<file path="src/hdl/iir_df1_pkg.sv">
// Shared types, widths and command codes for the direct form I IIR filter.
package iir_df1_pkg;

    localparam int SAMPLE_WIDTH   = 16;
    localparam int COEF_WIDTH     = 24;
    localparam int COEF_FRAC      = COEF_WIDTH - 4;
    localparam int ORDER_WIDTH    = 4;
    localparam int INDEX_WIDTH    = 4;
    localparam int PROD_WIDTH     = SAMPLE_WIDTH + COEF_WIDTH;
    localparam int CFG_DATA_WIDTH = ORDER_WIDTH;

    typedef enum logic [1:0] {
        MODE_SAMPLE     = 2'd0,
        MODE_FLUSH      = 2'd1,
        MODE_WRITE_POLE = 2'd2,
        MODE_WRITE_ZERO = 2'd3
    } iir_mode_t;

    typedef enum logic [0:0] {
        REG_POLE_ORDER = 1'b0,
        REG_ZERO_ORDER = 1'b1
    } iir_reg_t;

    typedef struct packed {
        iir_mode_t                      mode;
        logic signed [SAMPLE_WIDTH-1:0] sample;
        logic [INDEX_WIDTH-1:0]         coef_index;
        logic signed [COEF_WIDTH-1:0]   coef_value;
        logic                           end_of_frame;
    } iir_in_t;

    typedef struct packed {
        logic signed [SAMPLE_WIDTH-1:0] out_sample;
        logic                           clipped;
        logic                           last;
        logic                           end_of_frame_out;
    } iir_out_t;

    // Commands from the sequencer to the datapath
    typedef struct packed {
        logic shift_in;    // push a new sample into the input history
        logic shift_zero;  // push zero instead of the beat's sample
        logic clear_acc;
        logic rot_zero;    // rotate input history and zero coefficients one place
        logic rot_pole;    // rotate output history and pole coefficients one place
        logic mac_en;      // accumulate the current product
        logic mac_pole;    // product is a feedback term, subtract it
        logic wr_pole;
        logic wr_zero;
        logic finish;      // round, saturate, load result, push output history
        logic out_last;
        logic out_eof;
    } iir_cmd_t;

endpackage

</file>
<file path="src/hdl/iir_df1_ctrl.sv">
// Sequencer for the direct form I IIR filter: handshakes, orders and tap stepping.
module iir_df1_ctrl #(
    parameter int MAX_POLES = 8,
    parameter int MAX_ZEROS = 8
) (
    input  logic                                  clk,
    input  logic                                  rst_n,
    input  logic                                  in_valid,
    output logic                                  in_stall,
    input  iir_df1_pkg::iir_in_t                  in_data,
    output logic                                  out_valid,
    input  logic                                  out_stall,
    input  logic                                  cfg_wr_en,
    input  logic [0:0]                            cfg_index,
    input  logic [iir_df1_pkg::CFG_DATA_WIDTH-1:0] cfg_data,
    output iir_df1_pkg::iir_cmd_t                 cmd
);
    import iir_df1_pkg::*;

    localparam int MAX_TAPS = (MAX_ZEROS > MAX_POLES) ? MAX_ZEROS : MAX_POLES;
    localparam int CNT_W    = $clog2(MAX_TAPS + 1);

    typedef enum logic [4:0] {
        S_IDLE   = 5'b00001,
        S_ZMAC   = 5'b00010,
        S_PMAC   = 5'b00100,
        S_DRAIN  = 5'b01000,
        S_FINISH = 5'b10000
    } state_t;

    state_t                 state_reg, state_next;
    logic [CNT_W-1:0]       step_reg, step_next;
    logic [CNT_W-1:0]       left_reg, left_next;
    logic                   flush_reg, flush_next;
    logic                   eof_reg, eof_next;
    logic                   out_valid_reg, out_valid_next;
    logic [ORDER_WIDTH-1:0] pole_order_reg, zero_order_reg;
    logic [CNT_W-1:0]       n_eff, m_eff;
    logic                   out_free;

    // Clamp orders to the built depth
    assign n_eff = (zero_order_reg > MAX_ZEROS) ? CNT_W'(MAX_ZEROS) : CNT_W'(zero_order_reg);
    assign m_eff = (pole_order_reg > MAX_POLES) ? CNT_W'(MAX_POLES) : CNT_W'(pole_order_reg);

    assign in_stall  = (state_reg != S_IDLE);
    assign out_valid = out_valid_reg;
    assign out_free  = !out_valid_reg || !out_stall;

    // Configuration registers
    always_ff @(posedge clk or negedge rst_n)
    begin
        if (!rst_n)
        begin
            pole_order_reg <= '0;
            zero_order_reg <= '0;
        end
        else if (cfg_wr_en)
        begin
            unique case (cfg_index)
                REG_POLE_ORDER: pole_order_reg <= cfg_data;
                REG_ZERO_ORDER: zero_order_reg <= cfg_data;
                default:        ;
            endcase
        end
    end

    // Next state and commands
    always_comb
    begin
        state_next     = state_reg;
        step_next      = step_reg;
        left_next      = left_reg;
        flush_next     = flush_reg;
        eof_next       = eof_reg;
        out_valid_next = out_valid_reg && out_stall;
        cmd            = '0;

        unique case (state_reg)
            S_IDLE:
            begin
                if (in_valid)
                begin
                    unique case (in_data.mode)
                        MODE_SAMPLE:
                        begin
                            cmd.shift_in  = 1'b1;
                            cmd.clear_acc = 1'b1;
                            flush_next    = 1'b0;
                            eof_next      = in_data.end_of_frame;
                            step_next     = '0;
                            state_next    = S_ZMAC;
                        end
                        MODE_FLUSH:
                        begin
                            if (n_eff != '0)
                            begin
                                cmd.shift_in   = 1'b1;
                                cmd.shift_zero = 1'b1;
                                cmd.clear_acc  = 1'b1;
                                flush_next     = 1'b1;
                                eof_next       = 1'b0;
                                left_next      = n_eff;
                                step_next      = '0;
                                state_next     = S_ZMAC;
                            end
                        end
                        MODE_WRITE_POLE: cmd.wr_pole = 1'b1;
                        MODE_WRITE_ZERO: cmd.wr_zero = 1'b1;
                        default:         ;
                    endcase
                end
            end
            S_ZMAC:
            begin
                cmd.rot_zero = 1'b1;
                cmd.mac_en   = (step_reg <= n_eff);
                if (step_reg == CNT_W'(MAX_ZEROS))
                begin
                    step_next  = '0;
                    state_next = S_PMAC;
                end
                else
                begin
                    step_next = step_reg + CNT_W'(1);
                end
            end
            S_PMAC:
            begin
                cmd.rot_pole = 1'b1;
                cmd.mac_pole = 1'b1;
                cmd.mac_en   = (step_reg < m_eff);
                if (step_reg == CNT_W'(MAX_POLES - 1))
                begin
                    step_next  = '0;
                    state_next = S_DRAIN;
                end
                else
                begin
                    step_next = step_reg + CNT_W'(1);
                end
            end
            S_DRAIN:
            begin
                state_next = S_FINISH;
            end
            S_FINISH:
            begin
                // Hold until the result register can take the beat
                if (out_free)
                begin
                    cmd.finish     = 1'b1;
                    cmd.out_last   = !flush_reg || (left_reg == CNT_W'(1));
                    cmd.out_eof    = eof_reg;
                    out_valid_next = 1'b1;
                    if (flush_reg && (left_reg != CNT_W'(1)))
                    begin
                        cmd.shift_in   = 1'b1;
                        cmd.shift_zero = 1'b1;
                        cmd.clear_acc  = 1'b1;
                        left_next      = left_reg - CNT_W'(1);
                        step_next      = '0;
                        state_next     = S_ZMAC;
                    end
                    else
                    begin
                        state_next = S_IDLE;
                    end
                end
            end
            default:
            begin
                state_next = S_IDLE;
            end
        endcase
    end

    always_ff @(posedge clk or negedge rst_n)
    begin
        if (!rst_n)
        begin
            state_reg     <= S_IDLE;
            step_reg      <= '0;
            left_reg      <= '0;
            flush_reg     <= 1'b0;
            eof_reg       <= 1'b0;
            out_valid_reg <= 1'b0;
        end
        else
        begin
            state_reg     <= state_next;
            step_reg      <= step_next;
            left_reg      <= left_next;
            flush_reg     <= flush_next;
            eof_reg       <= eof_next;
            out_valid_reg <= out_valid_next;
        end
    end

endmodule

</file>
<file path="src/hdl/iir_df1_datapath.sv">
// Datapath for the direct form I IIR filter: tap stores, shared MAC, rounding and result register.
module iir_df1_datapath #(
    parameter int MAX_POLES = 8,
    parameter int MAX_ZEROS = 8
) (
    input  logic                   clk,
    input  logic                   rst_n,
    input  iir_df1_pkg::iir_in_t   in_data,
    input  iir_df1_pkg::iir_cmd_t  cmd,
    output iir_df1_pkg::iir_out_t  out_data
);
    import iir_df1_pkg::*;

    localparam int ZD    = MAX_ZEROS + 1;
    localparam int PD    = MAX_POLES;
    localparam int ACC_W = PROD_WIDTH + $clog2(MAX_ZEROS + MAX_POLES + 1) + 1;
    localparam int Y_W   = ACC_W - COEF_FRAC;

    localparam logic signed [ACC_W-1:0] ROUND_HALF = ACC_W'(1 << (COEF_FRAC - 1));
    localparam logic signed [Y_W-1:0]   SAT_MAX    = Y_W'((1 << (SAMPLE_WIDTH - 1)) - 1);
    localparam logic signed [Y_W-1:0]   SAT_MIN    = ~SAT_MAX;

    logic signed [SAMPLE_WIDTH-1:0] in_hist_reg  [ZD];
    logic signed [COEF_WIDTH-1:0]   zero_coef_reg[ZD];
    logic signed [SAMPLE_WIDTH-1:0] out_hist_reg [PD];
    logic signed [COEF_WIDTH-1:0]   pole_coef_reg[PD];

    logic signed [PROD_WIDTH-1:0]   prod_reg;
    logic                           add_reg;
    logic                           sub_reg;
    logic signed [ACC_W-1:0]        acc_reg;
    iir_out_t                       out_reg;

    logic signed [SAMPLE_WIDTH-1:0] mul_x;
    logic signed [COEF_WIDTH-1:0]   mul_c;
    logic signed [SAMPLE_WIDTH-1:0] new_x;
    logic signed [ACC_W-1:0]        prod_ext;
    logic signed [ACC_W-1:0]        rounded;
    logic signed [Y_W-1:0]          y_full;
    logic signed [SAMPLE_WIDTH-1:0] y_sat;
    logic                           y_clip;

    assign new_x = cmd.shift_zero ? '0 : in_data.sample;

    // Input history: push on a new sample, rotate during the feedforward sweep
    always_ff @(posedge clk or negedge rst_n)
    begin
        if (!rst_n)
        begin
            for (int i = 0; i < ZD; i++)
                in_hist_reg[i] <= '0;
        end
        else if (cmd.shift_in)
        begin
            in_hist_reg[0] <= new_x;
            for (int i = 1; i < ZD; i++)
                in_hist_reg[i] <= in_hist_reg[i-1];
        end
        else if (cmd.rot_zero)
        begin
            for (int i = 0; i < ZD - 1; i++)
                in_hist_reg[i] <= in_hist_reg[i+1];
            in_hist_reg[ZD-1] <= in_hist_reg[0];
        end
    end

    // Feedforward coefficients: load one, rotate with the input history
    always_ff @(posedge clk or negedge rst_n)
    begin
        if (!rst_n)
        begin
            for (int i = 0; i < ZD; i++)
                zero_coef_reg[i] <= '0;
        end
        else if (cmd.wr_zero)
        begin
            for (int i = 0; i < ZD; i++)
                if (in_data.coef_index == i)
                    zero_coef_reg[i] <= in_data.coef_value;
        end
        else if (cmd.rot_zero)
        begin
            for (int i = 0; i < ZD - 1; i++)
                zero_coef_reg[i] <= zero_coef_reg[i+1];
            zero_coef_reg[ZD-1] <= zero_coef_reg[0];
        end
    end

    // Output history: push the saturated result, rotate during the feedback sweep
    always_ff @(posedge clk or negedge rst_n)
    begin
        if (!rst_n)
        begin
            for (int i = 0; i < PD; i++)
                out_hist_reg[i] <= '0;
        end
        else if (cmd.finish)
        begin
            out_hist_reg[0] <= y_sat;
            for (int i = 1; i < PD; i++)
                out_hist_reg[i] <= out_hist_reg[i-1];
        end
        else if (cmd.rot_pole)
        begin
            for (int i = 0; i < PD - 1; i++)
                out_hist_reg[i] <= out_hist_reg[i+1];
            out_hist_reg[PD-1] <= out_hist_reg[0];
        end
    end

    // Feedback coefficients: a1 sits in entry zero, index zero is never written
    always_ff @(posedge clk or negedge rst_n)
    begin
        if (!rst_n)
        begin
            for (int i = 0; i < PD; i++)
                pole_coef_reg[i] <= '0;
        end
        else if (cmd.wr_pole)
        begin
            for (int i = 0; i < PD; i++)
                if (in_data.coef_index == i + 1)
                    pole_coef_reg[i] <= in_data.coef_value;
        end
        else if (cmd.rot_pole)
        begin
            for (int i = 0; i < PD - 1; i++)
                pole_coef_reg[i] <= pole_coef_reg[i+1];
            pole_coef_reg[PD-1] <= pole_coef_reg[0];
        end
    end

    // Shared multiplier on the head of whichever store is sweeping
    assign mul_x = cmd.mac_pole ? out_hist_reg[0]  : in_hist_reg[0];
    assign mul_c = cmd.mac_pole ? pole_coef_reg[0] : zero_coef_reg[0];

    always_ff @(posedge clk)
    begin
        prod_reg <= PROD_WIDTH'(mul_x * mul_c);
    end

    always_ff @(posedge clk or negedge rst_n)
    begin
        if (!rst_n)
        begin
            add_reg <= 1'b0;
            sub_reg <= 1'b0;
        end
        else
        begin
            add_reg <= cmd.mac_en;
            sub_reg <= cmd.mac_pole;
        end
    end

    // Accumulate exactly: feedforward terms add, feedback terms subtract
    assign prod_ext = ACC_W'(prod_reg);

    always_ff @(posedge clk)
    begin
        if (cmd.clear_acc)
            acc_reg <= '0;
        else if (add_reg)
            acc_reg <= sub_reg ? (acc_reg - prod_ext) : (acc_reg + prod_ext);
    end

    // Round to nearest, ties up, then saturate to the sample width
    assign rounded = acc_reg + ROUND_HALF;
    assign y_full  = Y_W'(rounded >>> COEF_FRAC);

    always_comb
    begin
        if (y_full > SAT_MAX)
        begin
            y_sat  = SAT_MAX[SAMPLE_WIDTH-1:0];
            y_clip = 1'b1;
        end
        else if (y_full < SAT_MIN)
        begin
            y_sat  = SAT_MIN[SAMPLE_WIDTH-1:0];
            y_clip = 1'b1;
        end
        else
        begin
            y_sat  = y_full[SAMPLE_WIDTH-1:0];
            y_clip = 1'b0;
        end
    end

    // Result register
    always_ff @(posedge clk)
    begin
        if (cmd.finish)
        begin
            out_reg.out_sample       <= y_sat;
            out_reg.clipped          <= y_clip;
            out_reg.last             <= cmd.out_last;
            out_reg.end_of_frame_out <= cmd.out_eof;
        end
    end

    assign out_data = out_reg;

endmodule

</file>
<file path="src/hdl/iir_direct_form_one_filter_unit.sv">
// Direct form I IIR filter, top level: sequencer plus datapath with one shared MAC.
// An accepted sample beat is swept through S_ZMAC, S_PMAC and S_DRAIN, then S_FINISH loads its result.
// Samples do not overlap: in_stall holds off the next beat until the result is loaded, as the single
// multiplier sweeps all feedforward then all feedback taps; a flush repeats the sweep for each result.
// Coefficient writes leave the sequencer idle; a finished result waits in its register.
// Reset (rst_n, asynchronous): histories, coefficients and orders clear to zero.
module iir_direct_form_one_filter_unit #(
    parameter int MAX_POLES = 8,
    parameter int MAX_ZEROS = 8
) (
    input  logic                                   clk,
    input  logic                                   rst_n,
    input  logic                                   in_valid,
    output logic                                   in_stall,
    input  iir_df1_pkg::iir_in_t                   in_data,
    output logic                                   out_valid,
    input  logic                                   out_stall,
    output iir_df1_pkg::iir_out_t                  out_data,
    input  logic                                   cfg_wr_en,
    input  logic [0:0]                             cfg_index,
    input  logic [iir_df1_pkg::CFG_DATA_WIDTH-1:0] cfg_data
);
    import iir_df1_pkg::*;

    iir_cmd_t cmd;

    iir_df1_ctrl #(
        .MAX_POLES (MAX_POLES),
        .MAX_ZEROS (MAX_ZEROS)
    ) u_ctrl (
        .clk       (clk),
        .rst_n     (rst_n),
        .in_valid  (in_valid),
        .in_stall  (in_stall),
        .in_data   (in_data),
        .out_valid (out_valid),
        .out_stall (out_stall),
        .cfg_wr_en (cfg_wr_en),
        .cfg_index (cfg_index),
        .cfg_data  (cfg_data),
        .cmd       (cmd)
    );

    iir_df1_datapath #(
        .MAX_POLES (MAX_POLES),
        .MAX_ZEROS (MAX_ZEROS)
    ) u_datapath (
        .clk      (clk),
        .rst_n    (rst_n),
        .in_data  (in_data),
        .cmd      (cmd),
        .out_data (out_data)
    );

    // A new result never overwrites one still waiting downstream
    assert property (@(posedge clk) disable iff (!rst_n)
        cmd.finish |-> (!out_valid || !out_stall))
        else $error("result loaded over a stalled beat");

    // A sample beat makes the block busy in the next cycle
    assert property (@(posedge clk) disable iff (!rst_n)
        (in_valid && !in_stall && (in_data.mode == MODE_SAMPLE)) |=> in_stall)
        else $error("sample beat did not start a sweep");

    // History push and tap rotation never coincide
    assert property (@(posedge clk) disable iff (!rst_n)
        !(cmd.shift_in && (cmd.rot_zero || cmd.rot_pole)))
        else $error("history push during tap sweep");

    // Products are only accumulated during a sweep
    assert property (@(posedge clk) disable iff (!rst_n)
        cmd.mac_en |-> (cmd.rot_zero || cmd.rot_pole))
        else $error("accumulate outside a sweep");

endmodule
</file>
<file path="config.mk">
export PLATFORM = sky130hd
export DESIGN_NAME = iir_direct_form_one_filter_unit
export DESIGN_NICKNAME = d
export VERILOG_FILES = /design/src/hdl/iir_df1_pkg.sv /design/src/hdl/iir_df1_ctrl.sv /design/src/hdl/iir_df1_datapath.sv /design/src/hdl/iir_direct_form_one_filter_unit.sv
export SDC_FILE = /design/constraint.sdc
export NUM_CORES = 2
export LEC_CHECK = 0
export BUFFER_PORTS_ARGS = -buffer_cell sky130_fd_sc_hd__buf_2
export CAP_MARGIN = 0
export CORE_ASPECT_RATIO = 0.8
export CORE_MARGIN = 4
export CORE_UTILIZATION = 68
export CTS_BUF_LIST = sky130_fd_sc_hd__clkbuf_16
export DETAILED_ROUTE_END_ITERATION = 16
export PLACE_DENSITY = 0.84
export SETUP_SLACK_MARGIN = 0.2
export SYNTH_ARGS = -nofsm -noshare
export SYNTH_HDL_FRONTEND = slang
export SYNTH_SLANG_ARGS = --single-unit
</file>
<file path="constraint.sdc">
create_clock -name clk -period 15.25 [get_ports clk]
set_input_delay 3.8125 -clock clk [delete_from_list [all_inputs] [get_ports clk]]
set_output_delay 3.8125 -clock clk [all_outputs]
set_load 0.02 [all_outputs]
</file>
=== After elaboration in Yosys (flattened, before gate mapping) ===
Index checks and enable logic that the tools add are counted.

* $add $sub $neg: 5
* Multipliers: 1
* Order comparisons: 6
* Eq/ne operators: 48
* Muxes and demuxes: 71
* Bitwise operators: 1
* Reduce and logical (&&, ||, !) cells: 41

{| class="wikitable"
|+ Operators by type and width
! kind !! number
|-
| two-way mux 216 bit || 2
|-
| two-way mux 192 bit || 2
|-
| two-way mux 144 bit || 2
|-
| two-way mux 128 bit || 2
|-
| two-way mux 24 bit || 10
|-
| two-way mux 16 bit || 4
|-
| two-way mux 4 bit || 13
|-
| adder 46 x 21 -> 46 bit, second input constant || 1
|-
| adder 46 x 40 -> 46 bit || 1
|-
| two-way mux 46 bit || 1
|-
| inequality test 2 x 1 -> 1 bit, second input constant || 23
|-
| subtractor 46 x 40 -> 46 bit || 1
|-
| multiplier 16 x 24 -> 40 bit || 1
|-
| AND reduction 2 bit || 20
|-
| > comparator 26 x 16 -> 1 bit, second input constant || 1
|-
| < comparator 26 x 16 -> 1 bit, second input constant || 1
|-
| two-way mux 5 bit || 5
|-
| one-hot mux 5 bit (5 select lines) || 1
|-
| equality test 4 x 3 -> 1 bit, second input constant || 5
|-
| two-way mux 3 bit || 6
|-
| AND reduction 6 bit || 3
|-
| one-hot mux 4 bit (2 select lines) || 2
|-
| one-hot mux 4 bit (4 select lines) || 1
|-
| nonzero test 2 bit || 6
|-
| 33 further kinds || 59
|}

* Flip-flop bits (word level): 811
* Input bits: 57
* Output and inout port bits: 21
* Logic and storage cells: 223

=== Longest topological paths before layout ===
* Word-level depth: 9
* Depth in mapped cells: 34

=== Cells and area by module ===
From an unflattened synthesis, not the netlist that was laid out.

* Cells, all modules: 5744
* Area, all modules: 52366.5 µm²

{| class="wikitable"
|+ By module, submodules not included
! module !! instances !! cells each !! area an instance (µm²) !! sequential area each (µm²)
|-
| iir_df1_datapath || 1 || 5574 || 50782.5 || 19358.6
|-
| iir_df1_ctrl || 1 || 170 || 1584.0 || 601.8
|}

=== Worst setup path after synthesis ===
OpenSTA, ideal clock, no wires.

* Path kind: reg-to-reg
* Start point: register u_ctrl.state_reg[4]
* End point: register u_datapath.prod_reg[39]
* Setup time: 0.121 ns
* Data arrival time: 7.721 ns
* Data required time: 15.129 ns
* Setup slack: 7.409 ns
* Cell stages (with the launch flop): 35
* Buffers on the path: 6
* Clock period less this slack: 7.841 ns
* Cell sequence: dfrtp_1 > clkbuf_1 > nor2_1 > nand3_1 > inv_1 > clkbuf_1 > clkbuf_1 > clkbuf_1 > clkbuf_1 > nand2_1 > nand2_1 > nand2_1 > fa_1 > inv_1 > fa_1 > inv_1 > fa_1 > inv_1 > fa_1 > fa_1 > inv_1 > fa_1 > inv_1 > ha_1 > clkbuf_1 > nand4_1 > nor3_1 > a311oi_1 > a2bb2oi_1 > o2111a_1 > a31oi_1 > a211o_1 > o21bai_1 > a21oi_1 > xnor2_1

* Word-level cells in the longest chain between the ends: 4

{| class="wikitable"
|+ Ends and longest elaborated chain
! element !! RTL line !! text
|-
| start, declared || iir_df1_ctrl.sv:31 || <nowiki>state_t state_reg, state_next;</nowiki>
|-
| start signal, assigned || iir_df1_ctrl.sv:190 || <nowiki>state_reg <= state_next;</nowiki>
|-
| equality test 5 x 3 -> 1 bit * || iir_df1_ctrl.sv:78 || <nowiki>unique case (state_reg)</nowiki>
|-
| two-way mux 1 bit * || iir_df1_ctrl.sv:78 ||
|-
| two-way mux 16 bit / two-way mux 24 bit (equally long branches) || iir_df1_datapath.sv:134, iir_df1_datapath.sv:135 ||
|-
| multiplier 16 x 24 -> 40 bit * || iir_df1_datapath.sv:139 || <nowiki>prod_reg <= PROD_WIDTH'(mul_x * mul_c);</nowiki>
|-
| end signal, assigned || iir_df1_datapath.sv:139 ||
|-
| end, declared || iir_df1_datapath.sv:28 || <nowiki>logic signed [PROD_WIDTH-1:0] prod_reg;</nowiki>
|}

Mark *: on every way between the ends. The rest lies on a longest branch, timed or not.
A chain may end at the register's enable or synchronous reset.

=== Final worst setup path ===
* Start point: register u_ctrl.state_reg[1]
* End point: register u_datapath.prod_reg[39]

The elaborated chain is that of the path after synthesis.

==> impl_metrics.env <==
export IMPL_outcome="finished clean"
export IMPL_min_delay_start="u_datapath.pole_coef_reg[154]"
export IMPL_arrival_ns=10.42
export IMPL_synth_cells=5913
export IMPL_ant_nets=0
export IMPL_syn_area_per_cell_sq_um=8.67
export IMPL_routed_wl_mm=133
export IMPL_fin_area_sq_mm=0.0549
export IMPL_crit_path_frequent_cell="fa_1"
export IMPL_synthArstFlopShare_pct=87.1
export IMPL_ys_types=84
export IMPL_drt_iter0_drc=5187
export IMPL_ff_latch_area_sq_mm=0.0200
export IMPL_numCtsBuffers=79
export IMPL_p_per_area_mw_per_mm2=214
export IMPL_drc_errors=0
export IMPL_irDropWorstVdd_v=0.000159
export IMPL_die_h_um=254
export IMPL_whs_ns=0.480
export IMPL_yosys_mux_area_fraction_pct=1.35
export IMPL_max_freq_mhz=101
export IMPL_setup_viol=0
export IMPL_largest_register_ff_count=216
export IMPL_tritoncts="yes"
export IMPL_nFillCells=5283
export IMPL_dr_pass1_iters=7
export IMPL_finClkSkew_ns=0.0195
export IMPL_total_power_mw=11.8
export IMPL_cp_end_kind="flip-flop"
export IMPL_hold_path_cell_count=2
export IMPL_fp_dieArea_sq_mm=0.0799
export IMPL_synth_nets=6501
export IMPL_final_common_cell="nand2_1"
export IMPL_hold_buffers=0
export IMPL_io_pins=78
export IMPL_wl_per_cell_um=19.6
export IMPL_worstReg2RegStart="u_ctrl.state_reg[1]"
export IMPL_die_x_um=315
export IMPL_multiInputGateArea_sq_mm=0.0283
export IMPL_cp_required_ns=15.77
export IMPL_place_hpwl_mm=91.0
export IMPL_max_stage_delay_ns=0.71
export IMPL_cp_slowest_cell="buf_4"
export IMPL_nets=6339
export IMPL_critPathMaxFanout=66
export IMPL_rsz0062_at_grt="no"
export IMPL_synth_main_ff_cell="dfrtp_1"
export IMPL_path_clk_slew_ns=0.06
export IMPL_htreeDepth=3
export IMPL_post_cts_setup_buffers=0
export IMPL_port_buffers=77
export IMPL_rows=89
export IMPL_ys_ff_latch=811
export IMPL_coreArea_sq_mm=0.0743
export IMPL_grt_max_degree=247
export IMPL_synth_xor_area_share_pct=2.25
export IMPL_synthAdderAreaFrac_pct=18.4
export IMPL_synth_cell_area_sq_mm=0.0513
export IMPL_grt_ovfl_total=0
export IMPL_routed_via_density=6.19
export IMPL_tns_ns=0
export IMPL_grt_pass1_wl_mm=217
export IMPL_tightest_slew_ns=1.34
export IMPL_drive_gt1_share_pct=5.64
export IMPL_synth_compound_area_share_pct=16.6
export IMPL_area_growth_syn_to_layout_pct=7.12
export IMPL_ctsResizeCount=0
export IMPL_dp_slack_ns=5.53
export IMPL_synthSimpleGateAreaFrac_pct=16.0
export IMPL_num_vias=42200
export IMPL_r2r_setup_slack_ns=5.35
export IMPL_cap_violations=0
export IMPL_grt_usage_pct=33.8
export IMPL_root_buffer="clkbuf_16"
export IMPL_dpl_instance_area_sq_mm=0.0523
export IMPL_critPathLaunchType="flip-flop"
export IMPL_worstSetupPathType="reg -> reg"
export IMPL_clk_path_buf_depth=3
export IMPL_start_util_pct=69.0
export IMPL_p_leak_nw=25.7
export IMPL_drv_slew=0
export IMPL_rr_worst_depth=30
export IMPL_slew_headroom_pct=9.76
export IMPL_finalHoldViolCount=0
export IMPL_synth_seq_area_share_pct=38.9
export IMPL_finalWorstSetupSlack_ns=5.35
export IMPL_grt_pass1_vias=41600
export IMPL_final_cell_mix="1255 x nand2_1, 704 x dfrtp_1, 548 x a21oi_1"
export IMPL_r2r_end="u_datapath.prod_reg[39]"
export IMPL_ys_warn_count=0
export IMPL_hp_class="reg -> reg"
export IMPL_synth_top_family_by_area="adder cells"
export IMPL_synth_edf_count=19
export IMPL_insertion_delay_ns=0.66
export IMPL_gp_congestion=0.999
export IMPL_period_needed_ns=9.90
export IMPL_finalCritPeriodShare_pct=64.9
export IMPL_hold_path_endpoint="u_datapath.pole_coef_reg[154]"
export IMPL_clock_sinks=811
export IMPL_grt_antenna_before_repair=6
-- final cells by class --
| cell class | count | area share [%] |
|---|---|---|
| Multi-Input combinational cell | 4228 | 51.5 |
| Sequential cell | 811 | 36.3 |
| Clock buffer | 80 | 3.64 |
| Inverter | 488 | 3.34 |
| Tap cell | 1001 | 2.28 |
| Timing Repair Buffer | 143 | 1.69 |
| Clock inverter | 64 | 1.17 |
| Antenna cell | 2 | 0.00911 |
-- worst max-delay path by stage --
stage / start / endpoint / slack, ns / cells past startpoint
2_1_floorplan: u_ctrl.state_reg[4] / u_datapath.prod_reg[39] / 7.41 / 34
3_3_place_gp: u_ctrl.state_reg[1] / u_datapath.prod_reg[39] / 5.80 / 30
3_5_place_dp: u_ctrl.state_reg[1] / u_datapath.prod_reg[39] / 5.53 / 30
4_1_cts: u_ctrl.state_reg[1] / u_datapath.prod_reg[39] / 5.52 / 30
5_1_grt: u_ctrl.state_reg[1] / u_datapath.prod_reg[39] / 4.76 / 30
6_report: u_ctrl.state_reg[1] / u_datapath.prod_reg[39] / 5.35 / 30
-- metal layers --
layer,wire [um],up-vias,track usage (%)
li1,-,19100,-
met1,53300,20600,46.1
met2,60300,2106,52.5
met3,13900,414,8.48
met4,5910,6,14.1
met5,48,-,0
-- metrics by stage --
stage	utilization, %	instances
4_1_cts	74.0	6815
6_report	74.0	6817
3_3_place_gp	70.4	6671
3_5_place_dp	70.4	6671
5_1_grt	74.0	6816
2_1_floorplan	-	5913
-- synth_stat cells (all sizes together), types with 12 or more instances --
library cell / instances / share of area, %
o21bai: 17 / 0.25
inv: 486 / 3.6
a21oi: 564 / 5.5
a22oi: 32 / 0.47
buf: 19 / 0.15
a31oi: 216 / 2.7
nor3: 33 / 0.37
nand3: 43 / 0.42
xnor2: 96 / 1.6
dfrtp: 705 / 34
nand4: 16 / 0.20
o21ai: 485 / 4.7
edfxtp: 19 / 1.1
a222oi: 16 / 0.31
o21a: 12 / 0.18
nor2: 475 / 3.5
and3: 14 / 0.17
fa: 375 / 15
xor2: 36 / 0.61
ha: 156 / 3.8
a21o: 69 / 1.0
or3: 13 / 0.16
nor2b: 19 / 0.23
mux2i: 58 / 1.2
a221o: 12 / 0.23
clkbuf: 367 / 2.7
dfxtp: 86 / 3.4
and2: 78 / 0.96
nand2: 1255 / 9.2
-- worst max-delay path: cells and delay by family, from the launching register on --
| kind | cells | cell delay [ns] |
|---|---|---|
| adders and majority gates | 7 | 3.48 |
| buffers and inverters | 8 | 2.10 |
| AOI/OAI and AO/OA | 8 | 1.91 |
| and+or+nand+nor | 6 | 1.64 |
| DFF | 1 | 0.44 |
| xor gates and xnor gates | 1 | 0.12 |
-- power by group --
part	switching (mW)	internal [mW]
logic	3.93	2.41
registers	0.587	2.83
clock network	0.885	1.12
total	5.40	6.36
-- cell families (layout without fill, tap and decap cells) --
group / count (synthesis) / count (layout)
buf+inv: 874 / 775
simple gates: 1999 / 1999
fa+ha+maj: 531 / 531
mux: 67 / 67
xor+xnor: 132 / 132
other cells: 0 / 2
compound gates: 1499 / 1499
flops: 811 / 811
(Power assumes the default switching activity.)
